`src/sv/service_level_monitor_core_defines.svh`:
```
// Assertion macros shared by the service level monitor.
`ifndef SERVICE_LEVEL_MONITOR_CORE_DEFINES_SVH
`define SERVICE_LEVEL_MONITOR_CORE_DEFINES_SVH
// A clocked check that is held off during reset.
`define SLM_ASSERT(label, prop, msg) \
   label: assert property (@(posedge clock) disable iff (reset) prop) else $error(msg);
// A condition that must never be seen outside reset.
`define SLM_NEVER(label, cond, msg) \
   `SLM_ASSERT(label, !(cond), msg)
`endif

```
`src/sv/slm_pkg.sv`:
```
// Package with the types, constants and sizes of the service level monitor.
`default_nettype none
package slm_pkg;
   localparam int RING_DEPTH   = 32;
   localparam int TABLE_DEPTH  = 16;
   localparam int MAX_DISTINCT = 5;
   localparam int RING_AW      = $clog2(RING_DEPTH);
   localparam int TAB_AW       = $clog2(TABLE_DEPTH);
   localparam int DIST_W       = $clog2(MAX_DISTINCT + 1);
   localparam int NOTOK_W      = $clog2(RING_DEPTH + 1);
   localparam int TICK_STEPS   = ((RING_DEPTH > 32) ? RING_DEPTH : 32) + 1;
   localparam int CNT_W        = $clog2(TICK_STEPS + 1);
   localparam int QUEUE_DEPTH  = 2;

   localparam logic [1:0] ACT_ANCHOR   = 2'd0;
   localparam logic [1:0] ACT_MESSAGE  = 2'd1;
   localparam logic [1:0] ACT_INTERNAL = 2'd2;
   localparam logic [1:0] ACT_TICK     = 2'd3;

   localparam logic [1:0] LVL_LOW  = 2'd0;
   localparam logic [1:0] LVL_MED  = 2'd1;
   localparam logic [1:0] LVL_HIGH = 2'd2;

   localparam logic [1:0] KIND_OK = 2'd0;

   localparam logic [2:0] REG_FRESH     = 3'd0;
   localparam logic [2:0] REG_VANISH    = 3'd1;
   localparam logic [2:0] REG_PERIOD    = 3'd2;
   localparam logic [2:0] REG_BROADCAST = 3'd3;
   localparam logic [2:0] REG_DECISION  = 3'd4;
   localparam logic [2:0] REG_BAD_LIMIT = 3'd5;

   typedef struct packed {
      logic [1:0]  action;
      logic [31:0] now_ms;
      logic [7:0]  id;
      logic [1:0]  kind;
      logic [1:0]  level;
      logic [31:0] stamp_ms;
      logic [31:0] global_time_ms;
      logic        stale;
   } slm_op_type;

   typedef struct packed {
      logic [$clog2(QUEUE_DEPTH+1)-1:0] count;
      logic                             full;
   } slm_queue_status_type;
endpackage
`default_nettype wire

```
`src/sv/slm_interfaces.sv`:
```
// Channel interfaces of the service level monitor.
`default_nettype none
interface slm_req_if;
   logic        valid;
   logic        ready;
   logic [1:0]  action;
   logic [31:0] now_ms;
   logic [7:0]  anchor_id;
   logic [1:0]  report_kind;
   logic [7:0]  node_id;
   logic [1:0]  los_value;
   logic [31:0] stamp_ms;
   logic [31:0] global_time_ms;
   logic        stale_neighbour;
   modport source (output valid, action, now_ms, anchor_id, report_kind, node_id,
                   los_value, stamp_ms, global_time_ms, stale_neighbour, input ready);
   modport sink (input valid, action, now_ms, anchor_id, report_kind, node_id,
                 los_value, stamp_ms, global_time_ms, stale_neighbour, output ready);
endinterface

interface slm_rsp_if;
   logic       valid;
   logic       ready;
   logic [1:0] global_level;
   logic [1:0] local_level;
   modport source (output valid, global_level, local_level, input ready);
   modport sink (input valid, global_level, local_level, output ready);
endinterface

interface slm_csr_if;
   logic        valid;
   logic        ready;
   logic [2:0]  index;
   logic [15:0] data;
   modport source (output valid, index, data, input ready);
   modport sink (input valid, index, data, output ready);
endinterface
`default_nettype wire

```
`src/sv/slm_front.sv`:
```
// Front end: accepts requests, classifies them and queues them for the back end.
`default_nettype none
module slm_front (
   input  wire                          clock,
   input  wire                          reset,
   slm_req_if.sink                      req_if,
   output slm_pkg::slm_op_type          op_out,
   output logic                         op_valid,
   input  wire                          op_pop,
   output slm_pkg::slm_queue_status_type q_status
);
   import slm_pkg::*;

   localparam int QC_W = $clog2(QUEUE_DEPTH + 1);
   localparam int QA_W = (QUEUE_DEPTH > 1) ? $clog2(QUEUE_DEPTH) : 1;

   slm_op_type       queue_ff [QUEUE_DEPTH];
   logic [QA_W-1:0]  wr_ptr_ff, wr_ptr_in, rd_ptr_ff, rd_ptr_in;
   logic [QC_W-1:0]  count_ff, count_in;
   slm_op_type       entry;
   logic             push, pop;

   always_comb begin
      entry.action         = req_if.action;
      entry.now_ms         = req_if.now_ms;
      entry.id             = (req_if.action == ACT_ANCHOR) ? req_if.anchor_id : req_if.node_id;
      entry.kind           = req_if.report_kind;
      entry.level          = (req_if.los_value == 2'd3) ? LVL_HIGH : req_if.los_value;
      entry.stamp_ms       = req_if.stamp_ms;
      entry.global_time_ms = req_if.global_time_ms;
      entry.stale          = req_if.stale_neighbour;
   end

   assign req_if.ready = (count_ff != QC_W'(QUEUE_DEPTH));
   assign push = req_if.valid && req_if.ready;
   assign pop  = op_pop && (count_ff != '0);

   always_comb begin
      wr_ptr_in = wr_ptr_ff;
      rd_ptr_in = rd_ptr_ff;
      if (push) begin
         wr_ptr_in = (wr_ptr_ff == QA_W'(QUEUE_DEPTH - 1)) ? '0 : wr_ptr_ff + 1'b1;
      end
      if (pop) begin
         rd_ptr_in = (rd_ptr_ff == QA_W'(QUEUE_DEPTH - 1)) ? '0 : rd_ptr_ff + 1'b1;
      end
      count_in = count_ff + QC_W'(push) - QC_W'(pop);
   end

   always_ff @(posedge clock) begin
      if (reset) begin
         wr_ptr_ff <= '0;
         rd_ptr_ff <= '0;
         count_ff  <= '0;
      end else begin
         wr_ptr_ff <= wr_ptr_in;
         rd_ptr_ff <= rd_ptr_in;
         count_ff  <= count_in;
      end
   end

   always_ff @(posedge clock) begin
      if (push) begin
         queue_ff[wr_ptr_ff] <= entry;
      end
   end

   assign op_out         = queue_ff[rd_ptr_ff];
   assign op_valid       = (count_ff != '0);
   assign q_status.count = count_ff;
   assign q_status.full  = !req_if.ready;
endmodule
`default_nettype wire

```
`src/sv/slm_back.sv`:
```
// Back end: holds the ring, the neighbour table and the levels, and runs each action.
`default_nettype none
module slm_back (
   input  wire                 clock,
   input  wire                 reset,
   input  slm_pkg::slm_op_type op_in,
   input  wire                 op_valid,
   output logic                op_pop,
   slm_csr_if.sink             csr_if,
   slm_rsp_if.source           rsp_if
);
   import slm_pkg::*;

   localparam logic [2:0] ST_IDLE   = 3'd0;
   localparam logic [2:0] ST_FIND   = 3'd1;
   localparam logic [2:0] ST_MIN    = 3'd2;
   localparam logic [2:0] ST_TICK   = 3'd3;
   localparam logic [2:0] ST_FINISH = 3'd4;
   localparam logic [2:0] ST_OUT    = 3'd5;

   logic [2:0]  state_ff, state_in;
   slm_op_type  op_ff;

   logic [15:0] fresh_ff, vanish_ff, period_ff, bcast_ff, decide_ff;
   logic [6:0]  bad_limit_ff;

   logic [41:0]        ring_mem [RING_DEPTH];
   logic [RING_DEPTH-1:0] ring_written_ff;
   logic [RING_AW-1:0] ring_wpos_ff;
   logic [41:0]        ring_rd_ff;
   logic               rd_written_ff, rd_valid_ff;

   logic [TABLE_DEPTH-1:0] tab_valid_ff;
   logic [7:0]  tab_id_ff    [TABLE_DEPTH];
   logic [1:0]  tab_level_ff [TABLE_DEPTH];
   logic [31:0] tab_stamp_ff [TABLE_DEPTH];
   logic [TAB_AW-1:0] idx_ff;
   logic [1:0]  best_ff, best_in;

   logic [CNT_W-1:0]   cnt_ff;
   logic [16:0]        rem_ff, rem_in, rem_shift;
   logic [7:0]         ids_ff [MAX_DISTINCT];
   logic [DIST_W-1:0]  distinct_ff;
   logic [NOTOK_W-1:0] notok_ff;
   logic               seen;

   logic [1:0]  received_ff, internal_ff, local_ff, global_ff, next_global_ff, majority_ff;
   logic [15:0] votes_ff [3];
   logic        local_decided_ff, global_decided_ff;

   logic        rsp_valid_ff;
   logic [1:0]  rsp_global_ff, rsp_local_ff;

   logic [15:0] period_eff;
   logic [16:0] left;
   logic [1:0]  grade, capped, majority_new;
   logic        slot_match, out_load;
   logic [7:0]  rd_id;
   logic [1:0]  rd_kind;
   logic [31:0] rd_stamp;

   assign csr_if.ready = 1'b1;
   assign period_eff   = (period_ff == 16'd0) ? 16'd1 : period_ff;
   assign rd_id    = ring_rd_ff[41:34];
   assign rd_kind  = ring_rd_ff[33:32];
   assign rd_stamp = ring_rd_ff[31:0];

   always_ff @(posedge clock) begin
      if (reset) begin
         fresh_ff     <= 16'd1500;
         vanish_ff    <= 16'd5000;
         period_ff    <= 16'd3000;
         bcast_ff     <= 16'd1000;
         decide_ff    <= 16'd500;
         bad_limit_ff <= 7'd15;
      end else if (csr_if.valid) begin
         case (csr_if.index)
            REG_FRESH:     fresh_ff     <= csr_if.data;
            REG_VANISH:    vanish_ff    <= csr_if.data;
            REG_PERIOD:    period_ff    <= csr_if.data;
            REG_BROADCAST: bcast_ff     <= csr_if.data;
            REG_DECISION:  decide_ff    <= csr_if.data;
            REG_BAD_LIMIT: bad_limit_ff <= csr_if.data[6:0];
            default: ;
         endcase
      end
   end

   assign slot_match = !tab_valid_ff[idx_ff] || (tab_id_ff[idx_ff] == op_ff.id)
                       || (tab_id_ff[idx_ff] == 8'd0);

   always_comb begin
      best_in = best_ff;
      if (tab_valid_ff[idx_ff] && (tab_level_ff[idx_ff] < best_ff)
          && ((op_ff.now_ms - tab_stamp_ff[idx_ff]) < {16'd0, vanish_ff})) begin
         best_in = tab_level_ff[idx_ff];
      end
   end

   assign rem_shift = {rem_ff[15:0], op_ff.global_time_ms[5'(31 - cnt_ff)]};
   assign rem_in    = (rem_shift >= {1'b0, period_eff}) ? rem_shift - {1'b0, period_eff}
                                                         : rem_shift;

   always_comb begin
      seen = 1'b0;
      for (int j = 0; j < MAX_DISTINCT; j++) begin
         if ((DIST_W'(j) < distinct_ff) && (ids_ff[j] == rd_id)) begin
            seen = 1'b1;
         end
      end
   end

   always_comb begin
      if (distinct_ff >= DIST_W'(4)) begin
         grade = (16'(notok_ff) < 16'(bad_limit_ff)) ? LVL_HIGH : LVL_MED;
      end else if (distinct_ff == DIST_W'(3)) begin
         grade = (16'(notok_ff) < 16'(bad_limit_ff)) ? LVL_MED : LVL_LOW;
      end else begin
         grade = LVL_LOW;
      end
      capped = (grade > internal_ff) ? internal_ff : grade;
      if (op_ff.stale && (capped > LVL_MED)) begin
         capped = LVL_MED;
      end
      left = {1'b0, period_eff} - rem_ff;
      majority_new = LVL_LOW;
      if (votes_ff[1] > votes_ff[0]) begin
         majority_new = LVL_MED;
      end
      if (votes_ff[2] > ((votes_ff[1] > votes_ff[0]) ? votes_ff[1] : votes_ff[0])) begin
         majority_new = LVL_HIGH;
      end
   end

   assign out_load = (state_ff == ST_OUT) && (!rsp_valid_ff || rsp_if.ready);
   assign op_pop   = (state_ff == ST_IDLE) && op_valid;

   always_comb begin
      state_in = state_ff;
      case (state_ff)
         ST_IDLE: begin
            if (op_valid) begin
               case (op_in.action)
                  ACT_MESSAGE: state_in = ST_FIND;
                  ACT_TICK:    state_in = ST_TICK;
                  default:     state_in = ST_OUT;
               endcase
            end
         end
         ST_FIND: begin
            if (slot_match || (idx_ff == TAB_AW'(TABLE_DEPTH - 1))) begin
               state_in = ST_MIN;
            end
         end
         ST_MIN: begin
            if (idx_ff == TAB_AW'(TABLE_DEPTH - 1)) begin
               state_in = ST_OUT;
            end
         end
         ST_TICK: begin
            if (cnt_ff == CNT_W'(TICK_STEPS - 1)) begin
               state_in = ST_FINISH;
            end
         end
         ST_FINISH: state_in = ST_OUT;
         ST_OUT: begin
            if (out_load) begin
               state_in = ST_IDLE;
            end
         end
         default: state_in = ST_IDLE;
      endcase
   end

   always_ff @(posedge clock) begin
      if (op_pop) begin
         op_ff <= op_in;
      end
      if (op_pop && (op_in.action == ACT_ANCHOR)) begin
         ring_mem[ring_wpos_ff] <= {op_in.id, op_in.kind, op_in.stamp_ms};
      end
      ring_rd_ff    <= ring_mem[cnt_ff[RING_AW-1:0]];
      rd_written_ff <= ring_written_ff[cnt_ff[RING_AW-1:0]];
      if ((state_ff == ST_FIND) && slot_match) begin
         tab_id_ff[idx_ff]    <= op_ff.id;
         tab_level_ff[idx_ff] <= op_ff.level;
         tab_stamp_ff[idx_ff] <= op_ff.stamp_ms;
      end
      if ((state_ff == ST_TICK) && rd_valid_ff && rd_written_ff && (rd_kind == KIND_OK)
          && ((op_ff.now_ms - rd_stamp) < {16'd0, fresh_ff})
          && (distinct_ff < DIST_W'(MAX_DISTINCT)) && !seen) begin
         ids_ff[distinct_ff[$clog2(MAX_DISTINCT)-1:0]] <= rd_id;
      end
      if (op_pop) begin
         rem_ff <= '0;
      end else if ((state_ff == ST_TICK) && (cnt_ff < CNT_W'(32))) begin
         rem_ff <= rem_in;
      end
      if (op_pop) begin
         best_ff <= LVL_HIGH;
      end else if (state_ff == ST_MIN) begin
         best_ff <= best_in;
      end
      if (out_load) begin
         rsp_global_ff <= global_ff;
         rsp_local_ff  <= local_ff;
      end
   end

   always_ff @(posedge clock) begin
      if (reset) begin
         state_ff          <= ST_IDLE;
         ring_written_ff   <= '0;
         ring_wpos_ff      <= '0;
         rd_valid_ff       <= 1'b0;
         tab_valid_ff      <= '0;
         idx_ff            <= '0;
         cnt_ff            <= '0;
         distinct_ff       <= '0;
         notok_ff          <= '0;
         received_ff       <= LVL_HIGH;
         internal_ff       <= LVL_HIGH;
         local_ff          <= LVL_HIGH;
         global_ff         <= LVL_HIGH;
         next_global_ff    <= LVL_HIGH;
         majority_ff       <= LVL_HIGH;
         votes_ff[0]       <= '0;
         votes_ff[1]       <= '0;
         votes_ff[2]       <= '0;
         local_decided_ff  <= 1'b0;
         global_decided_ff <= 1'b0;
         rsp_valid_ff      <= 1'b0;
      end else begin
         state_ff    <= state_in;
         rd_valid_ff <= (state_ff == ST_TICK) && (cnt_ff < CNT_W'(RING_DEPTH));
         if (op_pop) begin
            idx_ff      <= '0;
            cnt_ff      <= '0;
            distinct_ff <= '0;
            notok_ff    <= '0;
            if (op_in.action == ACT_ANCHOR) begin
               ring_written_ff[ring_wpos_ff] <= 1'b1;
               ring_wpos_ff <= (ring_wpos_ff == RING_AW'(RING_DEPTH - 1)) ? '0
                                                                         : ring_wpos_ff + 1'b1;
            end
            if (op_in.action == ACT_INTERNAL) begin
               internal_ff <= op_in.level;
            end
         end
         case (state_ff)
            ST_FIND: begin
               if (slot_match) begin
                  tab_valid_ff[idx_ff] <= 1'b1;
                  idx_ff <= '0;
               end else if (idx_ff != TAB_AW'(TABLE_DEPTH - 1)) begin
                  idx_ff <= idx_ff + 1'b1;
               end else begin
                  idx_ff <= '0;
               end
            end
            ST_MIN: begin
               if (idx_ff == TAB_AW'(TABLE_DEPTH - 1)) begin
                  received_ff <= best_in;
               end else begin
                  idx_ff <= idx_ff + 1'b1;
               end
            end
            ST_TICK: begin
               cnt_ff <= cnt_ff + 1'b1;
               if (rd_valid_ff && rd_written_ff) begin
                  if ((rd_kind == KIND_OK)
                      && ((op_ff.now_ms - rd_stamp) < {16'd0, fresh_ff})
                      && (distinct_ff < DIST_W'(MAX_DISTINCT)) && !seen) begin
                     distinct_ff <= distinct_ff + 1'b1;
                  end
                  if (rd_kind > 2'd1) begin
                     notok_ff <= notok_ff + 1'b1;
                  end
               end
            end
            ST_FINISH: begin
               if (left > {1'b0, bcast_ff}) begin
                  local_ff <= capped;
                  if (votes_ff[capped] != 16'hFFFF) begin
                     votes_ff[capped] <= votes_ff[capped] + 1'b1;
                  end
                  global_ff        <= next_global_ff;
                  local_decided_ff <= 1'b0;
               end else if (!local_decided_ff) begin
                  majority_ff       <= majority_new;
                  local_ff          <= majority_new;
                  votes_ff[0]       <= '0;
                  votes_ff[1]       <= '0;
                  votes_ff[2]       <= '0;
                  local_decided_ff  <= 1'b1;
                  global_decided_ff <= (left < {1'b0, decide_ff});
                  if (left < {1'b0, decide_ff}) begin
                     next_global_ff <= (majority_new < received_ff) ? majority_new : received_ff;
                  end
               end else begin
                  local_ff <= majority_ff;
                  if ((left < {1'b0, decide_ff}) && !global_decided_ff) begin
                     next_global_ff    <= (majority_ff < received_ff) ? majority_ff : received_ff;
                     global_decided_ff <= 1'b1;
                  end
               end
            end
            default: ;
         endcase
         if (out_load) begin
            rsp_valid_ff <= 1'b1;
         end else if (rsp_if.ready) begin
            rsp_valid_ff <= 1'b0;
         end
      end
   end

   assign rsp_if.valid        = rsp_valid_ff;
   assign rsp_if.global_level = rsp_global_ff;
   assign rsp_if.local_level  = rsp_local_ff;
endmodule
`default_nettype wire

```
`src/sv/service_level_monitor_core.sv`:
```
// Top level of the service level monitor: front end, request queue and back end.
// The req_ channel carries one action per transfer: anchor report, neighbour
// message, internal level or tick. Every accepted transfer yields exactly one
// transfer on the rsp_ channel with the global and local level after the action.
// The csr_ channel writes the six limit registers; it is always ready. It is
// only to be written while the block is idle; the block does not enforce this.
// An anchor report or internal level goes from idle straight to the result
// state. A neighbour message walks the neighbour table, first for a free or
// matching slot and then for the minimum. A tick walks the 32 ring entries
// through the ring memory read port beside a one-bit-per-cycle modulo unit,
// then passes a finish state before the result state.
// Items are carried out one at a time; a two-entry queue keeps accepting while
// the back end works. Reset clears the ring and table valid bits at once, sets
// all levels to high and loads the default limits. When the receiver stalls,
// the result register holds, the back end waits and the queue fills, after
// which req_if.ready falls.
`default_nettype none
module service_level_monitor_core (
   input  wire       clock,
   input  wire       reset,
   slm_req_if.sink   req_if,
   slm_rsp_if.source rsp_if,
   slm_csr_if.sink   csr_if
);
   import slm_pkg::*;
   `include "service_level_monitor_core_defines.svh"

   slm_op_type           op;
   logic                 op_valid, op_pop;
   slm_queue_status_type q_status;
   logic                 level_bad;

   slm_front u_front (
      .clock    (clock),
      .reset    (reset),
      .req_if   (req_if),
      .op_out   (op),
      .op_valid (op_valid),
      .op_pop   (op_pop),
      .q_status (q_status)
   );

   slm_back u_back (
      .clock    (clock),
      .reset    (reset),
      .op_in    (op),
      .op_valid (op_valid),
      .op_pop   (op_pop),
      .csr_if   (csr_if),
      .rsp_if   (rsp_if)
   );

   assign level_bad = (rsp_if.global_level > LVL_HIGH) || (rsp_if.local_level > LVL_HIGH);

   `SLM_NEVER(a_queue_bound, q_status.count > 2'(QUEUE_DEPTH), "request queue overflow")
   `SLM_NEVER(a_pop_empty, op_pop && !op_valid, "pop from an empty queue")
   `SLM_NEVER(a_level_code, rsp_if.valid && level_bad, "level code out of range")
   `SLM_ASSERT(a_rsp_hold, rsp_if.valid && !rsp_if.ready |=> rsp_if.valid, "result dropped")
endmodule
`default_nettype wire

```
`src/flat_wrapper.sv`:
```
// flat-port wrapper written by rule: the top's interface ports become plain ports
module service_level_monitor_core_flat import slm_pkg::*;
  (clock, reset, req_if_valid, req_if_action, req_if_now_ms, req_if_anchor_id, req_if_report_kind, req_if_node_id, req_if_los_value, req_if_stamp_ms, req_if_global_time_ms, req_if_stale_neighbour, req_if_ready, rsp_if_valid, rsp_if_global_level, rsp_if_local_level, rsp_if_ready, csr_if_valid, csr_if_index, csr_if_data, csr_if_ready);
  slm_req_if req_if_i ();
  slm_rsp_if rsp_if_i ();
  slm_csr_if csr_if_i ();
  input  wire clock;
  input  wire reset;
  input wire logic [$bits(req_if_i.valid)-1:0] req_if_valid;
  input wire logic [$bits(req_if_i.action)-1:0] req_if_action;
  input wire logic [$bits(req_if_i.now_ms)-1:0] req_if_now_ms;
  input wire logic [$bits(req_if_i.anchor_id)-1:0] req_if_anchor_id;
  input wire logic [$bits(req_if_i.report_kind)-1:0] req_if_report_kind;
  input wire logic [$bits(req_if_i.node_id)-1:0] req_if_node_id;
  input wire logic [$bits(req_if_i.los_value)-1:0] req_if_los_value;
  input wire logic [$bits(req_if_i.stamp_ms)-1:0] req_if_stamp_ms;
  input wire logic [$bits(req_if_i.global_time_ms)-1:0] req_if_global_time_ms;
  input wire logic [$bits(req_if_i.stale_neighbour)-1:0] req_if_stale_neighbour;
  output wire logic [$bits(req_if_i.ready)-1:0] req_if_ready;
  output wire logic [$bits(rsp_if_i.valid)-1:0] rsp_if_valid;
  output wire logic [$bits(rsp_if_i.global_level)-1:0] rsp_if_global_level;
  output wire logic [$bits(rsp_if_i.local_level)-1:0] rsp_if_local_level;
  input wire logic [$bits(rsp_if_i.ready)-1:0] rsp_if_ready;
  input wire logic [$bits(csr_if_i.valid)-1:0] csr_if_valid;
  input wire logic [$bits(csr_if_i.index)-1:0] csr_if_index;
  input wire logic [$bits(csr_if_i.data)-1:0] csr_if_data;
  output wire logic [$bits(csr_if_i.ready)-1:0] csr_if_ready;
  assign req_if_i.valid = req_if_valid;
  assign req_if_i.action = req_if_action;
  assign req_if_i.now_ms = req_if_now_ms;
  assign req_if_i.anchor_id = req_if_anchor_id;
  assign req_if_i.report_kind = req_if_report_kind;
  assign req_if_i.node_id = req_if_node_id;
  assign req_if_i.los_value = req_if_los_value;
  assign req_if_i.stamp_ms = req_if_stamp_ms;
  assign req_if_i.global_time_ms = req_if_global_time_ms;
  assign req_if_i.stale_neighbour = req_if_stale_neighbour;
  assign req_if_ready = req_if_i.ready;
  assign rsp_if_valid = rsp_if_i.valid;
  assign rsp_if_global_level = rsp_if_i.global_level;
  assign rsp_if_local_level = rsp_if_i.local_level;
  assign rsp_if_i.ready = rsp_if_ready;
  assign csr_if_i.valid = csr_if_valid;
  assign csr_if_i.index = csr_if_index;
  assign csr_if_i.data = csr_if_data;
  assign csr_if_ready = csr_if_i.ready;
  service_level_monitor_core u_core (.clock(clock), .reset(reset), .req_if(req_if_i), .rsp_if(rsp_if_i), .csr_if(csr_if_i));
endmodule
```
`config.mk`:
```
export PLATFORM = sky130hd
export DESIGN_NAME = service_level_monitor_core_flat
export DESIGN_NICKNAME = d
export VERILOG_FILES = /design/src/sv/slm_pkg.sv /design/src/sv/slm_interfaces.sv /design/src/sv/slm_front.sv /design/src/sv/slm_back.sv /design/src/sv/service_level_monitor_core.sv /design/src/flat_wrapper.sv
export VERILOG_INCLUDE_DIRS = /design/src /design/src/sv
export SDC_FILE = /design/constraint.sdc
export NUM_CORES = 2
export LEC_CHECK = 0
export BUFFER_PORTS_ARGS = -buffer_cell sky130_fd_sc_hd__buf_2
export CAP_MARGIN = 25
export CELL_PAD_IN_SITES_DETAIL_PLACEMENT = 2
export CELL_PAD_IN_SITES_GLOBAL_PLACEMENT = 2
export CORE_ASPECT_RATIO = 0.9
export CORE_MARGIN = 5
export CORE_UTILIZATION = 43
export DETAILED_ROUTE_END_ITERATION = 10
export PLACE_DENSITY_LB_ADDON = 0.1
export SYNTH_ARGS = -nofsm -noshare
export SYNTH_HDL_FRONTEND = slang
export SYNTH_SLANG_ARGS = --single-unit
export TNS_END_PERCENT = 30
```
`constraint.sdc`:
```
create_clock -name clock -period 6.5 [get_ports clock]
set_clock_uncertainty 0.2 [all_clocks]
set_input_delay 0.975 -clock clock [delete_from_list [all_inputs] [get_ports clock]]
set_output_delay 0.975 -clock clock [all_outputs]
set_load 0.005 [all_outputs]
```
* After elaboration in Yosys (flattened, before gate mapping)
Memory sizes are Yosys's and may differ from the RTL's. A register that Yosys moved wholly into a read port is not among the register bits.
Index checks and enable logic that the tools add are counted.
** Storage, ports and cells
- Bits in latches :: 0
- Word-level logic and storage cells :: 287
- Memory bits (read-only) :: 0
- Bits in registers :: 313
- Memories :: 7
- RAM bits :: 2326
- Bits of input ports :: 143
- Output and inout bits :: 7
** Memories
- u_core.u_back.ring_mem :: words 32, width 42, read ports 1, clocked after Yosys merged registers in 1, wr ports 1, line slm_back.sv:27 : logic [41:0] ring_mem [RING_DEPTH];
- u_core.u_back.tab_stamp_ff :: words 16, width 32, read ports 1, clocked after Yosys merged registers in 1, wr ports 1, line slm_back.sv:36 : logic [31:0] tab_stamp_ff [TABLE_DEPTH];
- u_core.u_front.queue_ff :: words 2, width 111, read ports 1, clocked after Yosys merged registers in 1, wr ports 1, line slm_front.sv:17 : slm_op_type queue_ff [QUEUE_DEPTH];
- u_core.u_back.tab_id_ff :: words 16, width 8, read ports 1, clocked after Yosys merged registers in 1, wr ports 1, line slm_back.sv:34 : logic [7:0] tab_id_ff [TABLE_DEPTH];
- u_core.u_back.votes_ff :: words 3, width 16, read ports 4, clocked after Yosys merged registers in 0, wr ports 3, line slm_back.sv:48 : logic [15:0] votes_ff [3];
- u_core.u_back.ids_ff :: words 5, width 8, read ports 5, clocked after Yosys merged registers in 0, wr ports 1, line slm_back.sv:42 : logic [7:0] ids_ff [MAX_DISTINCT];
- +1 memories
** Cells by class
- Magnitude comparators :: 28
- Multiply operators :: 0
- Add/subtract/negate cells :: 15
- Shift-type cells :: 0
- Eq/ne operators :: 33
- Reductions and logical operators :: 63
- Bitwise logic cells :: 6
- Multiplexer cells :: 97
- Div/mod/pow operators :: 0
** Operator list (count)
- 2-to-1 mux 16 bit :: 6
- less-than comparator 32 x 16 -> 1 bit :: 2
- subtractor 32 bit :: 2
- equality test 8 bit :: 6
- 2-to-1 mux 1 bit :: 43
- 2-to-1 mux 6 bit :: 6
- > comparator 16 bit :: 2
- bitwise OR 32 bit :: 1
- 2-to-1 mux 2 bit :: 15
- logical AND 1 bit :: 28
- 2-to-1 mux 4 bit :: 7
- 2-to-1 mux 3 bit :: 9
- AND reduction 2 bit :: 12
- less-than comparator 5 x 6 -> 1 bit, second input constant :: 3
- one-hot mux 3 bit (6 select lines) :: 1
- greater-or-equal comparator 17 x 16 -> 1 bit :: 1
- > comparator 17 x 16 -> 1 bit :: 1
- less-than comparator 17 x 16 -> 1 bit :: 1
- 2-to-1 mux 17 bit :: 1
- subtractor 16 x 17 -> 17 bit :: 1
- subtractor 17 x 16 -> 17 bit :: 1
- adder 16 x 1 -> 16 bit, second input constant :: 1
- zero test 16 bit :: 1
- != test 16 bit, second input constant :: 1
- 53 further kinds :: 90

* Longest topological paths before layout
An unclocked memory read counts as a cell.
- Depth in word-level cells :: 18
- Depth in mapped cells :: 30
- Mapped depth without buffers :: 27

* Hierarchy
A second synthesis with hierarchy kept.
** Second synthesis, totals
- Cell total of the unflattened synthesis :: 6395
- Area, all modules :: 110592.3 µm²
** By module, submodules not included
- slm_back :: instances 1, cells each 6012, area an instance 102209.3 µm²
- slm_front :: instances 1, cells each 383, area an instance 8383.0 µm²

* Worst setup path before layout
Ideal clock, no wire load.
- Path type :: register -> register
- Start point :: register u_core.u_back.idx_ff[0]
- End point :: register u_core.u_back.best_ff[0]
- Setup slack :: -575 ps
- Period minus slack after synthesis :: 7075 ps
- Buffers on the path :: 6
- Cell stages (with the launch flop) :: 30
- Required time :: 5991 ps
- Arrival :: 6566 ps
- Cell sequence :: dfxtp_1 -> clkbuf_1 -> buf_4 -> buf_2 -> clkbuf_1 -> buf_2 -> buf_1 -> mux4_2 -> mux4_2 -> ha_1 -> inv_1 -> fa_1 -> a211oi_1 -> o21ai_1 -> a31oi_2 -> o31ai_2 -> a21o_1 -> a21oi_1 -> xnor2_1 -> ha_1 -> nor2b_1 -> o21ai_0 -> nand4_1 -> a211oi_1 -> nand4b_1 -> a2111oi_0 -> o2111a_1 -> nand4_1 -> nor3_1 -> nor3_1
** Between the ends
- Cells in the longest elaborated chain, start to end :: 5
** RTL lines
- from (decl) :: line slm_back.sv:37 : logic [TAB_AW-1:0] idx_ff;
- from (signal assigned) :: line slm_back.sv:256 : idx_ff <= idx_ff + 1'b1;
- from (signal assigned) :: line slm_back.sv:265 : idx_ff <= idx_ff + 1'b1;
- binary-select mux 1 bit (select 4 bit) :: line slm_back.sv:94 : if (tab_valid_ff[idx_ff] && (tab_level_ff[idx_ff] < best_ff)
- 2-to-1 mux 1 bit (not written as such) :: line slm_back.sv:94
- logical AND 1 bit :: line slm_back.sv:94
- logical AND 1 bit :: line slm_back.sv:95 : && ((op_ff.now_ms - tab_stamp_ff[idx_ff]) < {16'd0, vanish_ff})) begin
- 2-to-1 mux 2 bit :: line slm_back.sv:94
- to (signal assigned) :: line slm_back.sv:202 : best_ff <= best_in;
- to (decl) :: line slm_back.sv:38 : logic [1:0] best_ff, best_in;
No other way between the ends. The select of a mux whose other input is x is not followed.
A chain may end at the register's enable or synchronous reset.

* Worst setup path after layout
- Start point :: register u_core.u_back.idx_ff[0]
- End point :: register u_core.u_back.received_ff[0]
** Between the ends
- Cells in the longest elaborated chain, start to end :: 5
** RTL lines
- binary-select mux 1 bit (select 4 bit) :: line slm_back.sv:94
- 2-to-1 mux 1 bit (not written as such) :: line slm_back.sv:94
- logical AND 1 bit :: line slm_back.sv:94
- logical AND 1 bit :: line slm_back.sv:95
- 2-to-1 mux 2 bit :: line slm_back.sv:94
- to (signal assigned) :: line slm_back.sv:263 : received_ff <= best_in;
- to (decl) :: line slm_back.sv:47 : logic [1:0] received_ff, internal_ff, local_ff, global_ff, next_global_ff, majority_ff;
Parallel ways exist; a longest one is shown, timed or not. The select of a mux whose other input is x is not followed.

==> metrics.cfg <==
[synthesis]
syn_nets=6673
synth_area_per_cell_um2=17.4
synthTopCellsByArea=edfxtp_1 67%, mux4_2 11%, dfxtp_1 4.5%
syn_area_um2=110000
syn_inst=6309
yosys.cell_types.count=89
yosys.area.top_type=edfxtp_1
async_reset_ff_share_pct=0
yosysMostFrequentCell=edfxtp_1
synth_top_flop_cell=edfxtp_1
ys_seq_area_share_pct=71.3
synth_edf_count=2445
synth_top_area_share_pct=66.8
yosys-top-cells-count=2,445 x edfxtp_1, 549 x mux4_2, 433 x nor2_1
yosys_warnings=0
synth-seq-cells=2690

[pwr]
p_per_area_nw_per_um2=391
combPwrFrac_pct=22.4
p_leak_nw=40.6
intPower_w=0.0343
power_switching_w=0.0149
power.total_w=0.0492
switching_share_pct=30.2
power_frac_seq_pct=45.0
clkPwrFrac_pct=32.6
ir_drop_uv=394

[clock_tree]
clock_sinks=2690
cts-root-buf=clkbuf_16
cts_buffers=290
cts_tree=done
htreeDepth=5
cts_buffer_depth=4
insertion_delay_ns=0.87
path_clk_slew_ns=0.06

[sta]
drv_slew=0
tightest_slew_ns=1.14
slew_headroom_pct=24.1
setup_viol_count_final=0
max_clock_freq_ghz=0.160
final.setup.tns_ns=0
min_period_ns=6.26
finalHoldViolations=0
fin_crit_sh_pct=96.2

[routing]
wirelength_mm=357
antenna_left=0
drtIter0Drc=6602
drcViolationCount=0
avgRoutedWirePerCell_um=34.8
vias=62100
drtPass1Iterations=5
drt-vias-per-instance=6.04

[floorplanning]
die_width_um=543
std_cell_rows=176
die_h_um=490
io_pins=150
start_util_pct=43.1
coreArea_um2=255000
dieArea_um2=266000

[critical_path]
required_ns=7.01
crit_type=reg2reg
path_max_fanout=57
crit_path_start=u_core.u_back.idx_ff[0]$_SDFF_PP0_
timing.rr.start=u_core.u_back.idx_ff[0]$_SDFF_PP0_
start_kind=flop
endpoint_kind=flop
cp.arrival_ns=6.76

[global_route]
grt_pass1_wl_mm=509
overflow=0
grt_max_degree=117
first_global_vias=67100
grt_usage_pct=26.7
antenna_found_initial=27

[placement]
hpwl_mm=223
portBuffers=148
place_congestion=0.817

[worst_hold_path]
hold_class=in2reg
hp-start=req_if_stamp_ms[0]

[final_layout]
final_util_pct=49.3
nFillCells=22900
area_growth_pct=14.4
drive_gt1_share_pct=22.5
final_nets=7042

[job]
drv_cap=0

[run_status]
outcome=completed

-- stage by stage --
stage | worst slack, ns | cell area, um2 | instances | hold slack [ns]
after floorplan | 0.0290 | 110000 | 6309 | 0.208
after global placement | -0.433 | 116000 | 9748 | 0.220
after detailed placement | -0.426 | 116000 | 9753 | 0.225
after CTS | 0.0566 | 125000 | 10300 | 0.0201
after global routing | -0.0181 | 126000 | 10300 | 0.0411
final | 0.244 | 126000 | 10300 | 0.0892
-- power by group through the flow --
stage / clock network [W] / registers, W / logic, W
2_1_floorplan: 0 / 0.0219 / 0.00708
3_3_place_gp: 0 / 0.0223 / 0.0104
3_5_place_dp: 0 / 0.0225 / 0.0108
4_1_cts: 0.0164 / 0.0221 / 0.0110
5_1_grt: 0.0172 / 0.0222 / 0.0119
6_report: 0.0160 / 0.0221 / 0.0110
-- cells in the final DEF, fill, tap and decap left out, types with 132 or more instances in the layout --
master | netlist | routed
edfxtp_1 | 2445 | 2445
mux4_2 | 549 | 549
nor2_1 | 433 | 384
nand2_1 | 312 | 311
clkbuf_16 | 0 | 299
a21oi_1 | 250 | 247
dfxtp_1 | 245 | 236
inv_1 | 235 | 233
ha_1 | 217 | 217
mux2i_1 | 197 | 196
buf_4 | 3 | 171
buf_2 | 31 | 148
o21ai_0 | 135 | 132
-- routing by layer --
layer / track usage (%) / vias up / part of all wire (%)
met1: 38.4 / 33700 / 43
li1: - / 25700 / -
met2: 43.9 / 2252 / 48
met4: 6.34 / 18 / 2.4
met5: 0 / - / 0.042
met3: 3.41 / 478 / 5.9
-- flip-flops by register name, summed over array words and instances, names as in the netlist, 17 cells and up, named ones only --
register and cells:
u_core.u_back.tab_stamp_ff 512, u_core.u_back.ring_written_ff 32, u_core.u_back.tab_level_ff 32, u_core.u_back.ring_mem 1344, u_core.u_back.rem_ff 17, u_core.u_back.votes_ff 64
u_core.u_back.op_ff 107, u_core.u_back.ids_ff 32, u_core.u_back.tab_id_ff 128, u_core.u_front.queue_ff 222, u_core.u_back.ring_rd_ff 42
-- worst max-delay path: stages, from the launching register on --
cell       delay [ns]
dfxtp_4          0.42
buf_6            0.36
buf_16           0.41
mux4_2           0.58
mux4_2           0.48
inv_1            0.27
ha_1             0.31
o21ai_0          0.19
a2111oi_2        0.58
o211ai_1         0.35
nand4b_1         0.24
a31oi_1          0.11
a211o_1          0.29
a2111oi_1        0.38
o2111a_1         0.27
nand4_1          0.08
buf_4            0.17
a2111oi_2        0.32
-- final cells by class --
| cell class | instances | area (um2) | share of cell area [%] |
|---|---|---|---|
| Sequential cell | 2690 | 78400 | 62.3 |
| Multi-Input combinational cell | 3080 | 30000 | 23.9 |
| Clock buffer | 391 | 8010 | 6.37 |
| Tap cell | 3382 | 4230 | 3.37 |
| Timing Repair Buffer | 380 | 3230 | 2.57 |
| Clock inverter | 115 | 958 | 0.763 |
| Inverter | 236 | 893 | 0.711 |
| Antenna cell | 6 | 15.0 | 0.0119 |
-- final timing paths --
check | to | slack (ns) | depth (start not counted)
worst min register to register | u_core.u_back.rsp_if.local_level[0]$_DFFE_PP_ | 0.24 | 0
worst max register to register | u_core.u_back.received_ff[0]$_SDFFE_PP0P_ | 0.24 | 17
worst max-delay path | u_core.u_back.received_ff[0]$_SDFFE_PP0P_ | 0.24 | 17
worst min-delay path | u_core.u_front.queue_ff[0][33]$_DFFE_PP_ | 0.09 | 1
-- cell families (layout without fill, tap and decap cells) --
kind of cell | count (synthesis) | in the layout | share of synthesized area (%)
buffers and inverters | 539 | 1122 | 1.89
DFF | 2690 | 2690 | 71.3
other | 1 | 7 | 0.00341
muxes | 872 | 872 | 14.3
xor gates and xnor gates | 126 | 126 | 1.00
AOI/OAI and AO/OA | 767 | 767 | 4.48
adders and majority gates | 221 | 221 | 2.54
and+or+nand+nor | 1093 | 1093 | 4.48
-- timing repair --
action                     CTS  global route
buffers inserted             0            12
pin swaps                    0             8
gates resized for setup      4            15
hold buffers                 0             0
setup endpoints to repair    4            53
gates cloned                 0             1
hold endpoints to repair     0             0
No activity file was read; power rests on OpenSTA's default activity.
